[config.mk]
export PLATFORM = sky130hd
export DESIGN_NAME = utf16_to_utf8_space_collapser
export DESIGN_NICKNAME = d
export VERILOG_FILES = /design/src/sv/u16sc_pkg.sv /design/src/sv/u16sc_front.sv /design/src/sv/u16sc_queue.sv /design/src/sv/u16sc_back.sv /design/src/sv/utf16_to_utf8_space_collapser.sv
export SDC_FILE = /design/constraint.sdc
export NUM_CORES = 1
export LEC_CHECK = 0
export CELL_PAD_IN_SITES_DETAIL_PLACEMENT = 0
export CELL_PAD_IN_SITES_GLOBAL_PLACEMENT = 1
export CORE_MARGIN = 2
export CORE_UTILIZATION = 53
export DETAILED_ROUTE_END_ITERATION = 10
export DONT_BUFFER_PORTS = 1
export GPL_ROUTABILITY_DRIVEN = 0
export PLACE_DENSITY = 0.8
export SYNTH_ARGS = -nofsm -noshare
export SYNTH_HDL_FRONTEND = slang
export SYNTH_SLANG_ARGS = --single-unit
[constraint.sdc]
create_clock -name clk_i -period 9.4 [get_ports clk_i]
set_input_delay 0.94 -clock clk_i [delete_from_list [all_inputs] [get_ports clk_i]]
set_output_delay 0.94 -clock clk_i [all_outputs]
set_load 0.01 [all_outputs]
[src/sv/u16sc_pkg.sv]
// Shared types, constants and the UTF-8 byte builder of the UTF-16 to UTF-8
// space-collapsing transcoder. Depends on nothing; imported by every module.
package u16sc_pkg;

  // depth of the job queue between front and back
  localparam int unsigned QueueDepth = 4;
  localparam int unsigned QPtrW      = $clog2(QueueDepth);
  localparam int unsigned QCntW      = $clog2(QueueDepth + 1);

  localparam int unsigned LimitW = 24;
  localparam logic [LimitW-1:0] LimitReset = 24'h010000;

  localparam logic [7:0]  SpaceByte  = 8'h20;
  localparam logic [15:0] HighSurLo  = 16'hd800;
  localparam logic [15:0] HighSurHi  = 16'hdbff;
  localparam logic [15:0] LowSurLo   = 16'hdc00;
  localparam logic [15:0] LowSurHi   = 16'hdfff;
  localparam logic [20:0] SuppBase   = 21'h010000;

  // one code point to be written, with an optional leading space
  typedef struct packed {
    logic        vld;   // code point is written
    logic        sp;    // a 0x20 byte goes before it
    logic [20:0] cp;
    logic [2:0]  w;     // utf-8 length, 1 to 4
  } seg_t;

  // everything one accepted code unit causes
  typedef struct packed {
    seg_t a;      // unpaired held surrogate, if any
    seg_t b;      // code point of the unit itself
    logic eot;
    logic over;
  } job_t;

  // number of output bytes of a segment
  function automatic logic [2:0] seg_len(seg_t s);
    return s.vld ? (s.w + {2'b00, s.sp}) : 3'd0;
  endfunction

  // byte idx of the utf-8 encoding of cp, w bytes long
  function automatic logic [7:0] utf8_byte(logic [20:0] cp, logic [2:0] w, logic [1:0] idx);
    logic [7:0] b;
    b = 8'h00;
    unique case (w)
      3'd1: b = {1'b0, cp[6:0]};
      3'd2: b = (idx == 2'd0) ? {3'b110, cp[10:6]} : {2'b10, cp[5:0]};
      3'd3: begin
        unique case (idx)
          2'd0:    b = {4'b1110, cp[15:12]};
          2'd1:    b = {2'b10, cp[11:6]};
          default: b = {2'b10, cp[5:0]};
        endcase
      end
      default: begin
        unique case (idx)
          2'd0: b = {5'b11110, cp[20:18]};
          2'd1: b = {2'b10, cp[17:12]};
          2'd2: b = {2'b10, cp[11:6]};
          2'd3: b = {2'b10, cp[5:0]};
        endcase
      end
    endcase
    return b;
  endfunction

endpackage

[src/sv/u16sc_front.sv]
// Front part: takes code units, pairs surrogates, classifies whitespace and
// checks the byte limit, then pushes a job for each unit that yields output or ends a text. Uses u16sc_pkg.
module u16sc_front (
  input  logic                      clk_i,
  input  logic                      rst_ni,
  input  logic                      cfg_we_i,
  input  logic [23:0]               cfg_wdata_i,
  input  logic                      in_valid_i,
  input  logic [15:0]               in_data_i,
  input  logic                      in_last_i,
  output logic                      in_ready_o,
  input  logic                      q_full_i,
  output logic                      push_o,
  output u16sc_pkg::job_t           job_o
);
  import u16sc_pkg::*;

  typedef struct packed {
    seg_t              seg;
    logic              sp;
    logic              any;
    logic [LimitW-1:0] cnt;
    logic              hit;
  } take_t;

  function automatic logic is_space(logic [20:0] cp);
    return (cp >= 21'h09 && cp <= 21'h0d) || cp == 21'h20 || cp == 21'h85 ||
           cp == 21'ha0 || cp == 21'h1680 || (cp >= 21'h2000 && cp <= 21'h200a) ||
           cp == 21'h2028 || cp == 21'h2029 || cp == 21'h202f ||
           cp == 21'h205f || cp == 21'h3000;
  endfunction

  function automatic logic [2:0] width_of(logic [20:0] cp);
    return (cp < 21'h80) ? 3'd1 : ((cp < 21'h800) ? 3'd2 : ((cp < 21'h10000) ? 3'd3 : 3'd4));
  endfunction

  // one code point against the running text state
  function automatic take_t take_cp(logic [20:0] cp, logic hit, logic sp, logic any,
                                    logic [LimitW-1:0] cnt, logic [LimitW-1:0] maxb);
    take_t       r;
    logic [24:0] nxt;
    logic [2:0]  w;
    w          = width_of(cp);
    r.seg.vld  = 1'b0;
    r.seg.sp   = 1'b0;
    r.seg.cp   = cp;
    r.seg.w    = w;
    r.sp       = sp;
    r.any      = any;
    r.cnt      = cnt;
    r.hit      = hit;
    nxt        = {1'b0, cnt} + {24'd0, sp} + {22'd0, w};
    if (!hit) begin
      if (is_space(cp)) begin
        if (any) r.sp = 1'b1;
      end else if (nxt > {1'b0, maxb}) begin
        r.hit = 1'b1;
      end else begin
        r.seg.vld = 1'b1;
        r.seg.sp  = sp;
        r.sp      = 1'b0;
        r.cnt     = nxt[LimitW-1:0];
        r.any     = 1'b1;
      end
    end
    return r;
  endfunction

  logic [LimitW-1:0] max_q;
  logic [15:0]       held_high_q, held_high_d;
  logic              held_valid_q, held_valid_d;
  logic              space_q, space_d;
  logic              any_q, any_d;
  logic [LimitW-1:0] cnt_q, cnt_d;
  logic              hit_q, hit_d;
  logic              pend_q, pend_d;
  logic [15:0]       pend_cu_q, pend_cu_d;
  logic              pend_last_q, pend_last_d;
  seg_t              slot_a_q, slot_a_d;

  logic [15:0] unit;
  logic        last;
  logic        go, is_low, is_high, combine, split, hold;
  logic [20:0] cp_sel;
  take_t       tk;

  // limit register
  always_ff @(posedge clk_i or negedge rst_ni) begin
    if (!rst_ni) begin
      max_q <= LimitReset;
    end else if (cfg_we_i) begin
      max_q <= cfg_wdata_i;
    end
  end

  // select the unit and code point of this cycle
  always_comb begin
    unit    = pend_q ? pend_cu_q : in_data_i;
    last    = pend_q ? pend_last_q : in_last_i;
    is_low  = (unit >= LowSurLo) && (unit <= LowSurHi);
    is_high = (unit >= HighSurLo) && (unit <= HighSurHi);
    combine = !pend_q && held_valid_q && is_low;
    split   = !pend_q && held_valid_q && !is_low;
    hold    = !combine && !split && is_high && !last;
    in_ready_o = !pend_q && !q_full_i;
    go      = pend_q ? !q_full_i : (in_valid_i && in_ready_o);
    if (combine) begin
      cp_sel = {1'b0, held_high_q[9:0], unit[9:0]} + SuppBase;
    end else if (split) begin
      cp_sel = {5'd0, held_high_q};
    end else begin
      cp_sel = {5'd0, unit};
    end
    tk = take_cp(cp_sel, hit_q, space_q, any_q, cnt_q, max_q);
    if (hold) begin
      tk.seg.vld = 1'b0;
      tk.sp      = space_q;
      tk.any     = any_q;
      tk.cnt     = cnt_q;
      tk.hit     = hit_q;
    end
  end

  // state update and job assembly
  always_comb begin
    held_high_d  = held_high_q;
    held_valid_d = held_valid_q;
    space_d      = space_q;
    any_d        = any_q;
    cnt_d        = cnt_q;
    hit_d        = hit_q;
    pend_d       = pend_q;
    pend_cu_d    = pend_cu_q;
    pend_last_d  = pend_last_q;
    slot_a_d     = slot_a_q;
    push_o       = 1'b0;
    job_o.a      = pend_q ? slot_a_q : '0;
    job_o.b      = tk.seg;
    job_o.eot    = last;
    job_o.over   = last && tk.hit;
    if (go) begin
      space_d = tk.sp;
      any_d   = tk.any;
      cnt_d   = tk.cnt;
      hit_d   = tk.hit;
      if (split) begin
        // lone held surrogate now, the new unit from the pending register once the queue has room
        slot_a_d     = tk.seg;
        pend_d       = 1'b1;
        pend_cu_d    = unit;
        pend_last_d  = last;
        held_valid_d = 1'b0;
        held_high_d  = '0;
      end else begin
        pend_d       = 1'b0;
        held_valid_d = hold;
        held_high_d  = hold ? unit : '0;
        push_o       = job_o.a.vld || job_o.b.vld || last;
        if (last) begin
          held_valid_d = 1'b0;
          held_high_d  = '0;
          space_d      = 1'b0;
          any_d        = 1'b0;
          cnt_d        = '0;
          hit_d        = 1'b0;
        end
      end
    end
  end

  // control state
  always_ff @(posedge clk_i or negedge rst_ni) begin
    if (!rst_ni) begin
      held_valid_q <= 1'b0;
      held_high_q  <= '0;
      space_q      <= 1'b0;
      any_q        <= 1'b0;
      cnt_q        <= '0;
      hit_q        <= 1'b0;
      pend_q       <= 1'b0;
    end else begin
      held_valid_q <= held_valid_d;
      held_high_q  <= held_high_d;
      space_q      <= space_d;
      any_q        <= any_d;
      cnt_q        <= cnt_d;
      hit_q        <= hit_d;
      pend_q       <= pend_d;
    end
  end

  // payload of the deferred unit
  always_ff @(posedge clk_i) begin
    pend_cu_q   <= pend_cu_d;
    pend_last_q <= pend_last_d;
    slot_a_q    <= slot_a_d;
  end

endmodule

[src/sv/u16sc_queue.sv]
// Short job queue that decouples the front from the back.
// Depends on u16sc_pkg for the job type and depth.
module u16sc_queue (
  input  logic            clk_i,
  input  logic            rst_ni,
  input  logic            push_i,
  input  u16sc_pkg::job_t push_data_i,
  output logic            full_o,
  input  logic            pop_i,
  output logic            empty_o,
  output u16sc_pkg::job_t head_o
);
  import u16sc_pkg::*;

  job_t             mem_q [QueueDepth];
  logic [QPtrW-1:0] wr_ptr_q, rd_ptr_q;
  logic [QCntW-1:0] cnt_q;

  assign full_o  = (cnt_q == QCntW'(QueueDepth));
  assign empty_o = (cnt_q == '0);
  assign head_o  = mem_q[rd_ptr_q];

  // storage
  always_ff @(posedge clk_i) begin
    if (push_i) begin
      mem_q[wr_ptr_q] <= push_data_i;
    end
  end

  // pointers and fill count
  always_ff @(posedge clk_i or negedge rst_ni) begin
    if (!rst_ni) begin
      wr_ptr_q <= '0;
      rd_ptr_q <= '0;
      cnt_q    <= '0;
    end else begin
      if (push_i) wr_ptr_q <= wr_ptr_q + QPtrW'(1);
      if (pop_i)  rd_ptr_q <= rd_ptr_q + QPtrW'(1);
      if (push_i && !pop_i) begin
        cnt_q <= cnt_q + QCntW'(1);
      end else if (pop_i && !push_i) begin
        cnt_q <= cnt_q - QCntW'(1);
      end
    end
  end

  a_no_overflow: assert property (@(posedge clk_i) disable iff (!rst_ni)
    push_i |-> !full_o) else $error("job pushed into full queue");
  a_no_underflow: assert property (@(posedge clk_i) disable iff (!rst_ni)
    pop_i |-> !empty_o) else $error("job popped from empty queue");
  a_count_bound: assert property (@(posedge clk_i) disable iff (!rst_ni)
    cnt_q <= QCntW'(QueueDepth)) else $error("queue count beyond depth");
  a_ptr_match: assert property (@(posedge clk_i) disable iff (!rst_ni)
    (cnt_q == '0) |-> (wr_ptr_q == rd_ptr_q)) else $error("pointers differ when empty");

endmodule

[src/sv/u16sc_back.sv]
// Back part: walks each job byte by byte and drives the output register.
// Depends on u16sc_pkg for the job type and the utf-8 byte builder.
module u16sc_back (
  input  logic            clk_i,
  input  logic            rst_ni,
  input  logic            q_valid_i,
  input  u16sc_pkg::job_t job_i,
  output logic            pop_o,
  output logic            out_valid_o,
  input  logic            out_ready_i,
  output logic [7:0]      out_byte_o,
  output logic            byte_valid_o,
  output logic            end_of_text_o,
  output logic            over_limit_o
);
  import u16sc_pkg::*;

  logic       seg_q, seg_d;
  logic [2:0] pos_q, pos_d;
  logic       ov_q;
  logic [7:0] byte_q;
  logic       bv_q, eot_q, over_q;

  logic [2:0] n_a, n_b, n_cur;
  logic       eff_b, bare, last_in, seg_end, load;
  seg_t       cur;
  logic [1:0] idx;
  logic [7:0] byte_c;

  // current byte of the head job
  always_comb begin
    n_a     = seg_len(job_i.a);
    n_b     = seg_len(job_i.b);
    eff_b   = seg_q || (n_a == 3'd0);
    cur     = eff_b ? job_i.b : job_i.a;
    n_cur   = eff_b ? n_b : n_a;
    bare    = (n_a == 3'd0) && (n_b == 3'd0);
    seg_end = (pos_q == n_cur - 3'd1);
    last_in = bare || (eff_b ? seg_end : (seg_end && (n_b == 3'd0)));
    idx     = 2'(pos_q - {2'b00, cur.sp});
    if (bare) begin
      byte_c = 8'h00;
    end else if (cur.sp && pos_q == 3'd0) begin
      byte_c = SpaceByte;
    end else begin
      byte_c = utf8_byte(cur.cp, cur.w, idx);
    end
    load  = q_valid_i && (!ov_q || out_ready_i);
    pop_o = load && last_in;
    seg_d = seg_q;
    pos_d = pos_q;
    if (load) begin
      if (last_in) begin
        seg_d = 1'b0;
        pos_d = 3'd0;
      end else if (seg_end) begin
        seg_d = 1'b1;
        pos_d = 3'd0;
      end else begin
        pos_d = pos_q + 3'd1;
      end
    end
  end

  // walk position and output valid
  always_ff @(posedge clk_i or negedge rst_ni) begin
    if (!rst_ni) begin
      seg_q <= 1'b0;
      pos_q <= 3'd0;
      ov_q  <= 1'b0;
    end else begin
      seg_q <= seg_d;
      pos_q <= pos_d;
      if (load) begin
        ov_q <= 1'b1;
      end else if (out_ready_i) begin
        ov_q <= 1'b0;
      end
    end
  end

  // output payload
  always_ff @(posedge clk_i) begin
    if (load) begin
      byte_q <= byte_c;
      bv_q   <= !bare;
      eot_q  <= last_in && job_i.eot;
      over_q <= last_in && job_i.eot && job_i.over;
    end
  end

  assign out_valid_o   = ov_q;
  assign out_byte_o    = byte_q;
  assign byte_valid_o  = bv_q;
  assign end_of_text_o = eot_q;
  assign over_limit_o  = over_q;

endmodule

[src/sv/utf16_to_utf8_space_collapser.sv]
// UTF-16 to UTF-8 transcoder with whitespace collapsing and a byte limit.
// The first byte of a code unit passes through the job queue and the output register before it is valid on m_axis.
// Throughput: one output byte per cycle while jobs are queued and m_axis is not stalled; a unit yields up to 7 bytes;
// a unit after an unpaired high surrogate is deferred in the front, which takes no new unit meanwhile.
// Reset: asynchronous, clears all text state and the queue, max_bytes returns to 65536.
// Depends on u16sc_pkg, u16sc_front, u16sc_queue and u16sc_back.
module utf16_to_utf8_space_collapser (
  input  logic        clk_i,
  input  logic        rst_ni,
  input  logic        cfg_we_i,
  input  logic [23:0] cfg_wdata_i,     // max_bytes
  input  logic        s_axis_tvalid,
  output logic        s_axis_tready,
  input  logic [15:0] s_axis_tdata,    // [15:0] code_unit
  input  logic        s_axis_tlast,    // last_unit
  output logic        m_axis_tvalid,
  input  logic        m_axis_tready,
  output logic [7:0]  m_axis_tdata,    // [7:0] out_byte
  output logic [1:0]  m_axis_tuser,    // [0] byte_valid, [1] over_limit
  output logic        m_axis_tlast     // end_of_text
);
  import u16sc_pkg::*;

  logic q_full, q_empty, push, pop;
  job_t push_job, head_job;
  logic byte_valid, over_limit;

  // classification and limit check
  u16sc_front u_front (
    .clk_i       (clk_i),
    .rst_ni      (rst_ni),
    .cfg_we_i    (cfg_we_i),
    .cfg_wdata_i (cfg_wdata_i),
    .in_valid_i  (s_axis_tvalid),
    .in_data_i   (s_axis_tdata),
    .in_last_i   (s_axis_tlast),
    .in_ready_o  (s_axis_tready),
    .q_full_i    (q_full),
    .push_o      (push),
    .job_o       (push_job)
  );

  // job queue
  u16sc_queue u_queue (
    .clk_i       (clk_i),
    .rst_ni      (rst_ni),
    .push_i      (push),
    .push_data_i (push_job),
    .full_o      (q_full),
    .pop_i       (pop),
    .empty_o     (q_empty),
    .head_o      (head_job)
  );

  // byte serializer
  u16sc_back u_back (
    .clk_i         (clk_i),
    .rst_ni        (rst_ni),
    .q_valid_i     (!q_empty),
    .job_i         (head_job),
    .pop_o         (pop),
    .out_valid_o   (m_axis_tvalid),
    .out_ready_i   (m_axis_tready),
    .out_byte_o    (m_axis_tdata),
    .byte_valid_o  (byte_valid),
    .end_of_text_o (m_axis_tlast),
    .over_limit_o  (over_limit)
  );

  assign m_axis_tuser = {over_limit, byte_valid};

endmodule

# Word-level counts from Yosys, hierarchy flattened

Memory sizes are Yosys's and may differ from the RTL's.
Cells that the tools add are included.
W data, S select, Z words.

Register bits after elaboration: 135
Bits in writable memories: 216
Output and inout port bits: 13
Memories kept: 1

Add/sub/neg operators: 12
Order comparisons: 12
Equal/unequal tests: 17
Multiplexer cells: 56
Reductions and logical operators: 59

Memory list:

| name          | words | width | read ports | clocked after Yosys merged registers in | wr ports | line              | text |
|---|---|---|---|---|---|---|---|
| u_queue.mem_q | 4     | 54    | 1          | 0                                       | 1        | u16sc_queue.sv:15 | `job_t mem_q [QueueDepth];` |

Operators by type and width:

| cell                     | count |
|---|---|
| $eq A21 B14 Y1 const B   | 5 |
| $mux W16                 | 5 |
| $mux W26                 | 3 |
| $mux W27                 | 2 |
| $mux W24                 | 2 |
| $eq A21 B8 Y1 const B    | 2 |
| $ge A16 B16 Y1 const B   | 2 |
| $le A16 B16 Y1 const B   | 2 |
| $pmux W8 S4              | 1 |
| $mux W3                  | 10 |
| $add A24 B1 Y25          | 1 |
| $add A25 B3 Y25          | 1 |
| $gt A25 B24 Y1           | 1 |
| $mux W25                 | 1 |
| $mux W1                  | 24 |
| $pmux W8 S3              | 1 |
| $logic_and A1 B1 Y1      | 22 |
| $add A20 B17 Y21 const B | 1 |
| $eq A21 B13 Y1 const B   | 1 |
| $eq A21 B6 Y1 const B    | 1 |
| $ge A21 B14 Y1 const B   | 1 |
| $ge A21 B4 Y1 const B    | 1 |
| $le A21 B14 Y1 const B   | 1 |
| $le A21 B4 Y1 const B    | 1 |
| other kinds (26)         | 64 |

# Logic depth before layout (Yosys ltp)

Gate-level depths: netlist (run 1).

Word-level depth: 30
Gate-level depth with buffers: 35
Mapped depth without buffers: 31

# Cells and area by module

A second synthesis (run 1) with hierarchy kept.

Cell total of the unflattened synthesis: 1318
Area total of the unflattened synthesis: 17241.5 sq um

Modules (own cells, without submodules):

| module                        | times used | cells an instance | area an instance (sq um) |
|---|---|---|---|
| u16sc_queue                   | 1          | 316               | 8186.6 |
| u16sc_front                   | 1          | 728               | 6924.1 |
| u16sc_back                    | 1          | 271               | 2112.0 |
| utf16_to_utf8_space_collapser | 1          | 3                 | 18.8 |

# Worst setup path before layout (run 1)

No wires, ideal clock.

Kind: input to register
Start: in s_axis_tdata[13]
End: mem u_queue.mem_q[0][0] (netlist name) (enable)
Library setup time: 417 ps
Data arrival time: 7657 ps
Slack: 1325 ps
Stages: 27
Path buffers: 1
Cell sequence: nand4b_4 -> nor2_1 -> o211ai_1 -> a211oi_1 -> nand2_1 -> a21oi_1 -> fa_1 -> inv_1 -> fa_1 -> nor2b_1 -> o211ai_1 -> or2_2 -> nor2_1 -> nand3_1 -> nor2_1 -> xor2_1 -> ha_1 -> a211oi_1 -> o21ai_0 -> a211o_1 -> a311oi_1 -> o21ai_0 -> nor2b_1 -> and4_1 -> buf_6 -> o311a_4 -> and2_1

RTL lines:

| item        | line                                | text |
|---|---|---|
| from (decl) | utf16_to_utf8_space_collapser.sv:14 | `input logic [15:0] s_axis_tdata,` |
| to (decl)   | u16sc_queue.sv:15                   |  |

==> metrics.md, run 1 <==
| Metric | Value |
|---|---|
| Status | `completed` |
| Synth Cell Area | `16710 sq um` |
| I/O pin count | `59` |
| Slowest cell delay on critical path | `0.56 ns` |
| Number of routed nets with antenna violations | `0` |
| Filler cells | `2404` |
| IO buf count | `0` |
| Arrival time worst endpoint | `8.54 ns` |
| Final setup fails | `0` |
| NumNets Final | `1316` |
| RSZ-0062 raised after global routing | `false` |
| Clk slew on worst S/H paths | `0.06 ns` |
| Row count | `65` |
| Remaining DRCs | `0` |
| CP Capture Type | `flop` |
| Max Cap Viol | `0` |
| Flop and latch count out of synthesis | `351` |
| Hold_buf cts | `0` |
| Global-route wire length before repair | `56390 um` |
| Final HPWL DP | `23350 um` |
| Post-cts gate resize count | `0` |
| Storage cell area | `10140 sq um` |
| Tot GR Track Use | `22.00%` |
| Setup WS pre-CTS | `0.7867 ns` |
| Kind of critical path | `reg -> reg` |
| DP Cell Count | `1589` |
| Clk Latency, worst-skew pair | `0.52 ns` |
| GR peak layer | `met2` |
| Met1 Use GR | `31.96%` |
| FMAX | `0.1200 GHz` |
| CP Launch Point | `u_front.pend_q` |
| Die span in x | `181.6 um` |
| Met2 usage | `34.31%` |
| Synth Area in Adders | `3.354%` |
| Largest net degree at the start of global routing | `82` |
| Layout cells sized above 1 | `13.93%` |
| Least-Margin Pin Slew | `1.021 ns` |
| Warnings from Yosys | `0` |
| Total wire length | `34950 um` |
| Required @ worst endpoint | `9.61 ns` |
| Pwr Total | `0.005351 W` |
| CTS buffer count | `38` |
| Antenna diodes | `0` |
| Synthesized instance count | `1235` |
| Core Region | `31310 sq um` |
| LEAKAGE | `6.792 nW` |
| Vias | `9957` |
| Post-route clock period utilization | `88.62%` |
| Die Area | `32970 sq um` |
| Final Hold Viols | `0` |
| Synth Area in Compound Gates | `9.209%` |
| Synth Area in XOR/XNOR | `1.991%` |
| Worst setup SP type | `flop` |
| Hold Path Class | `in -> async` |
| Worst rel slew slack | `31.66%` |
| Worst clock skew | `0.01161 ns` |
| Area Overhead vs Synth | `9.808%` |
| DR iter-0 viols | `780` |
| Vias per Instance | `6.005` |
| Sequential area share after synthesis | `60.65%` |
| FFs w/ async S/R, synth | `23.08%` |
| Post-CTS Setup Inserts | `0` |
| Cell variety after synth | `87` |
| Number of synthesized flops with an enable pin | `270` |
| CTS tree | `built` |
| Synth Area per Inst | `13.53 sq um` |
| VDD IR max | `0.1508 mV` |
| Syn_nets | `1324` |
| Worst-case clock buffer depth | `3` |
| Multi-input combinational cell area | `6045 sq um` |
| Fin cells | `1658` |
| Wire length per cell | `21.08 um` |
| Multiplexer share of the synthesized area | `10.87%` |
| Vias in the first global route | `9943` |
| Critical-path top delay cell | `and2_2` |
| TNS Setup | `0 ns` |
| Top FF cell, synth | `edfxtp_1` |
| Main combinational cell family by area after synthesis | `multiplexers` |
| Max-slew violation count | `0` |
| Minimum clock period | `8.330 ns` |
| Crit-path max FO | `44` |
| Critical R2R Launch | `u_front.pend_q` |
| Drt first pass iters | `5` |
| Simple-gate share of the synthesized area | `10.62%` |
| GRT met3 Usage | `4.152%` |
| Grt total ovfl | `0` |
| CTS H-tree lvls | `2` |
| Starting Density | `53.37%` |
| Clk root buf | `clkbuf_16` |
| Pwr Density | `291.6 nW/um^2` |
| Die height | `181.6 um` |
| Fin worst setup slack | `1.070 ns` |
| Initial antenna violation count | `0` |
| # clock sinks | `351` |
## synthesized netlist by cell type, types with 10 or more instances
master      n  area (sq um)
clkbuf_1   29         108.9
nand3_1    34         170.2
o211ai_1   10         75.07
buf_2      14         70.07
ha_1       40         500.5
mux2_2     10         112.6
edfxtp_1  270          8108
nand2_1    97         364.1
xnor2_1    23         201.4
mux4_2     56          1261
o31ai_1    13         97.59
a21oi_1    54         270.3
mux2i_1    39         390.4
inv_1      60         225.2
nor3_1     12         60.06
and2_1     38         237.7
nor2_1     66         247.7
a21o_1     11         82.58
or3_1      14         87.58
nand2b_1   10         62.56
xor2_1     15         131.4
dfrtp_1    80          2002
or2_2      10         62.56
o21ai_0    62         310.3
## cell families (layout without fill, tap and decap cells)
logic type | after synthesis | in the layout
AND/OR/NAND/NOR | 343 | 343
adder cells (fa/ha/maj) | 43 | 43
XOR/XNOR | 38 | 38
AO/OA/AOI/OAI | 229 | 229
flip-flops | 351 | 351
buffers and inverters | 123 | 144
multiplexers | 108 | 108
## worst paths after layout
path | cells after the start | slack [ns] | to
worst max-delay path | 29 | 1.07 | u_queue.mem_q[1][33]
worst min-delay path | 0 | 0.13 | u_back.pos_q[1]
worst max register to register | 29 | 1.07 | u_queue.mem_q[1][33]
worst min register to register | 1 | 0.49 | u_queue.cnt_q[2]
max in group asynchronous | 0 | 8.99 | u_front.max_q[16]
min in group clk_i | 1 | 0.49 | u_front.max_q[16]
## power by group
part	switching, W	internal, W
registers	0.000107	0.00196
clock network	0.000604	0.000912
logic	0.00101	0.000754
total	0.00172	0.00363
## worst max-delay path: cells and delay by family (launching register included)
| family | cells | cell delay, ns |
|---|---|---|
| buf+inv | 4 | 1.43 |
| simple gates | 12 | 2.89 |
| flops | 1 | 0.35 |
| fa+ha+maj | 2 | 0.75 |
| compound gates | 10 | 2.36 |
| xor+xnor | 1 | 0.21 |
## layer usage
layer / up-vias / routed length (um)
met4: 0 / 824
met3: 62 / 2278
met1: 4919 / 15540
met5: - / 0
li1: 4656 / -
met2: 320 / 16310
## placed cells by master, fill, tap and decap left out, drive strengths merged, types with 23 or more instances in the layout
cell type / count
edfxtp: 270
nand2: 97
dfrtp: 80
nor2: 66
o21ai: 64
inv: 61
a21oi: 57
mux4: 56
clkbuf: 51
ha: 40
mux2i: 40
and2: 40
nand3: 35
xnor2: 23
## state kept, by name, indices dropped and copies added, names as in the netlist
| register | flops |
|---|---|
| u_front.cnt_q | 24 |
| u_front.pend_cu_q | 16 |
| u_queue.mem_q | 216 |
| u_back.out_valid_o | 1 |
| u_front.space_q | 1 |
| u_back.over_limit_o | 1 |
| u_front.held_high_q | 16 |
| u_back.seg_q | 1 |
| u_front.slot_a_q | 26 |
| u_back.out_byte_o | 8 |
| u_queue.cnt_q | 3 |
| u_queue.wr_ptr_q | 2 |
| u_back.end_of_text_o | 1 |
| u_queue.rd_ptr_q | 2 |
| u_front.pend_q | 1 |
| u_front.pend_last_q | 1 |
| u_front.max_q | 24 |
| u_back.pos_q | 3 |
| u_back.byte_valid_o | 1 |
| u_front.held_valid_q | 1 |
| u_front.any_q | 1 |
| u_front.hit_q | 1 |
## area by class of cell
cell class	instances	area share, %
Clock buffer	51	5.836
Sequential cell	351	55.27
Inverter	60	1.227
Tap cell	402	2.741
Multi-Input combinational cell	761	32.94
Clock inverter	18	1.105
Timing Repair Buffer	15	0.8863
## per-stage QoR
stage	hold slack (ns)	utilization [%]	area, sq um
after floorplan	0.4433	-	16710
after global placement	0.4633	54.54	17080
after detailed placement	0.4645	54.54	17080
after CTS	0.09276	58.61	18350
after global routing	0.1085	58.61	18350
final	0.1314	58.61	18350
No activity file was read; power rests on OpenSTA's default activity.
==> inputs of run 2 (changes only) <==
BUFFER_PORTS_ARGS = -buffer_cell sky130_fd_sc_hd__buf_2   (was default)
CORE_UTILIZATION = 52   (was 53)
DONT_BUFFER_PORTS = default   (was 1)
PLACE_DENSITY = 0.89   (was 0.8)
==> run 2 against run 1 <==
Net effect:
- critical path depth unchanged
- flip-flop and latch count unchanged
- sequential share of layout area decreased by 0.55 points
==> metrics.md, run 2 (same netlist as run 1, synthesis figures left out) <==
| Metric | Value |
|---|---|
| Status | `completed` |
| CTS H-tree lvls | `2` |
| Kind of critical path | `reg -> reg` |
| Grt total ovfl | `0` |
| Die height | `183.3 um` |
| Final HPWL DP | `23710 um` |
| IO buf count | `58` |
| LEAKAGE | `6.979 nW` |
| Vias per Instance | `6.047` |
| Worst setup SP type | `flop` |
| Vias in the first global route | `10320` |
| Antenna diodes | `0` |
| Max reg flops | `216` |
| Pwr Density | `286.2 nW/um^2` |
| DP Area | `17390 sq um` |
| Final Cell Area | `18540 sq um` |
| Drt first pass iters | `5` |
| Worst-case clock buffer depth | `3` |
| Final setup fails | `0` |
| Core Region | `31640 sq um` |
| Arrival time worst endpoint | `8.76 ns` |
| Area Overhead vs Synth | `10.91%` |
| NumNets Final | `1375` |
| Critical-path top delay cell | `and2_2` |
| Slowest cell delay on critical path | `0.64 ns` |
| Global-route wire length before repair | `57880 um` |
| Final Hold Viols | `0` |
| CP Capture Type | `flop` |
| Least-Margin Pin Slew | `1.174 ns` |
| Post-route clock period utilization | `91.03%` |
| CTS tree | `built` |
| Starting Density | `52.83%` |
| Clk Latency, worst-skew pair | `0.53 ns` |
| Die span in x | `183.3 um` |
| Minimum clock period | `8.557 ns` |
| Top reg by flops | `u_queue.mem_q` |
| VDD IR max | `0.1784 mV` |
| Layout cells sized above 1 | `17.75%` |
| FMAX | `0.1169 GHz` |
| Remaining DRCs | `0` |
| Row count | `65` |
| Crit-path max FO | `31` |
| Max-slew violation count | `0` |
| Initial antenna violation count | `0` |
| Required @ worst endpoint | `9.60 ns` |
| Worst clock skew | `0.02134 ns` |
| Post-cts gate resize count | `0` |
| I/O pin count | `59` |
| CTS buffer count | `37` |
| Most frequent cells in the layout | `edfxtp_1, nand2_1, dfrtp_1` |
| Filler cells | `2417` |
| Largest regs | `u_queue.mem_q: 216 flops, u_front.slot_a_q: 26 flops` |
| TNS Setup | `0 ns` |
| RSZ-0062 raised after global routing | `false` |
| Vias | `10370` |
| # clock sinks | `351` |
| Final hold slack | `0.2291 ns` |
| Total wire length | `36190 um` |
| Clk slew on worst S/H paths | `0.06 ns` |
| DR iter-0 viols | `939` |
| Pwr Total | `0.005305 W` |
| Post-CTS Setup Inserts | `0` |
| Most common cell after layout, fill and taps aside | `edfxtp_1` |
| Die Area | `33590 sq um` |
| Largest net degree at the start of global routing | `76` |
| Tot GR Track Use | `22.39%` |
| Worst rel slew slack | `21.04%` |
| Wire length per cell | `21.10 um` |
| Max Cap Viol | `0` |
| Number of routed nets with antenna violations | `0` |
| Hold_buf cts | `0` |
| Hold Path Class | `in -> async` |
| Clk root buf | `clkbuf_16` |
==> run 2: cell types whose count changed in the layout (fill, tap and decap cells not counted), sizes merged <==
cell      change
clkinvlp      -2
inv           +3
buf          +60
clkbuf        -5
bufinv        -3
clkinv        +4
==> run 2: metrics by stage <==
stage | std cells | worst slack, ns | util (%)
after floorplan | 1235 | 1.325 | -
after global placement | 1649 | 0.8694 | 54.95
after detailed placement | 1649 | 0.5915 | 54.95
after CTS | 1715 | 0.8389 | 58.59
after global routing | 1715 | 0.07102 | 58.59
final | 1715 | 0.8432 | 58.59
==> run 2: area by class of cell <==
type	count	area [sq um]	area share, %
clock buffer	46	991.0	5.346
sequential	351	10140	54.72
tap	402	503.0	2.714
multi-input combinational	761	6045	32.61
clock inverter	20	158.9	0.8573
timing repair buffer	75	470.5	2.538
inverter	60	225.2	1.215
==> run 2: report_power, final <==
part	switching, W	internal [W]
Clock	0.000601	0.000787
Sequential	0.0000982	0.00196
Combinational	0.00108	0.000780
==> run 2: final timing paths <==
kind,start,to,slack (ns),depth (start not counted)
min,rst_ni,u_back.pos_q[1],0.23,1
min reg2reg,u_back.out_valid_o,u_back.out_valid_o,0.50,2
max in group asynchronous,rst_ni,u_front.pend_q,7.90,2
max,u_front.held_valid_q,u_queue.mem_q[1][16],0.84,29
max reg2reg,u_front.held_valid_q,u_queue.mem_q[1][16],0.84,29
min in group clk_i,u_back.out_valid_o,u_back.out_valid_o,0.50,2
==> run 2: worst max-delay path, delay by kind of cell, from the launching register on <==
family	cells	cell delay, ns
AND/OR/NAND/NOR	11	3.23
AO/OA/AOI/OAI	10	2.48
adder cells (fa/ha/maj)	3	0.98
buffers and inverters	4	0.80
flip-flops	1	0.51
XOR/XNOR	1	0.21
==> run 2: per-layer routing <==
layer  track usage (%)  vias to the layer above  share of wire (%)
met4             6.208                        0                1.9
met1             32.19                     5168                 44
met2             35.98                      368                 48
li1                  -                     4779                  -
met3             3.356                       55                6.4
met5                 0                        -                  0
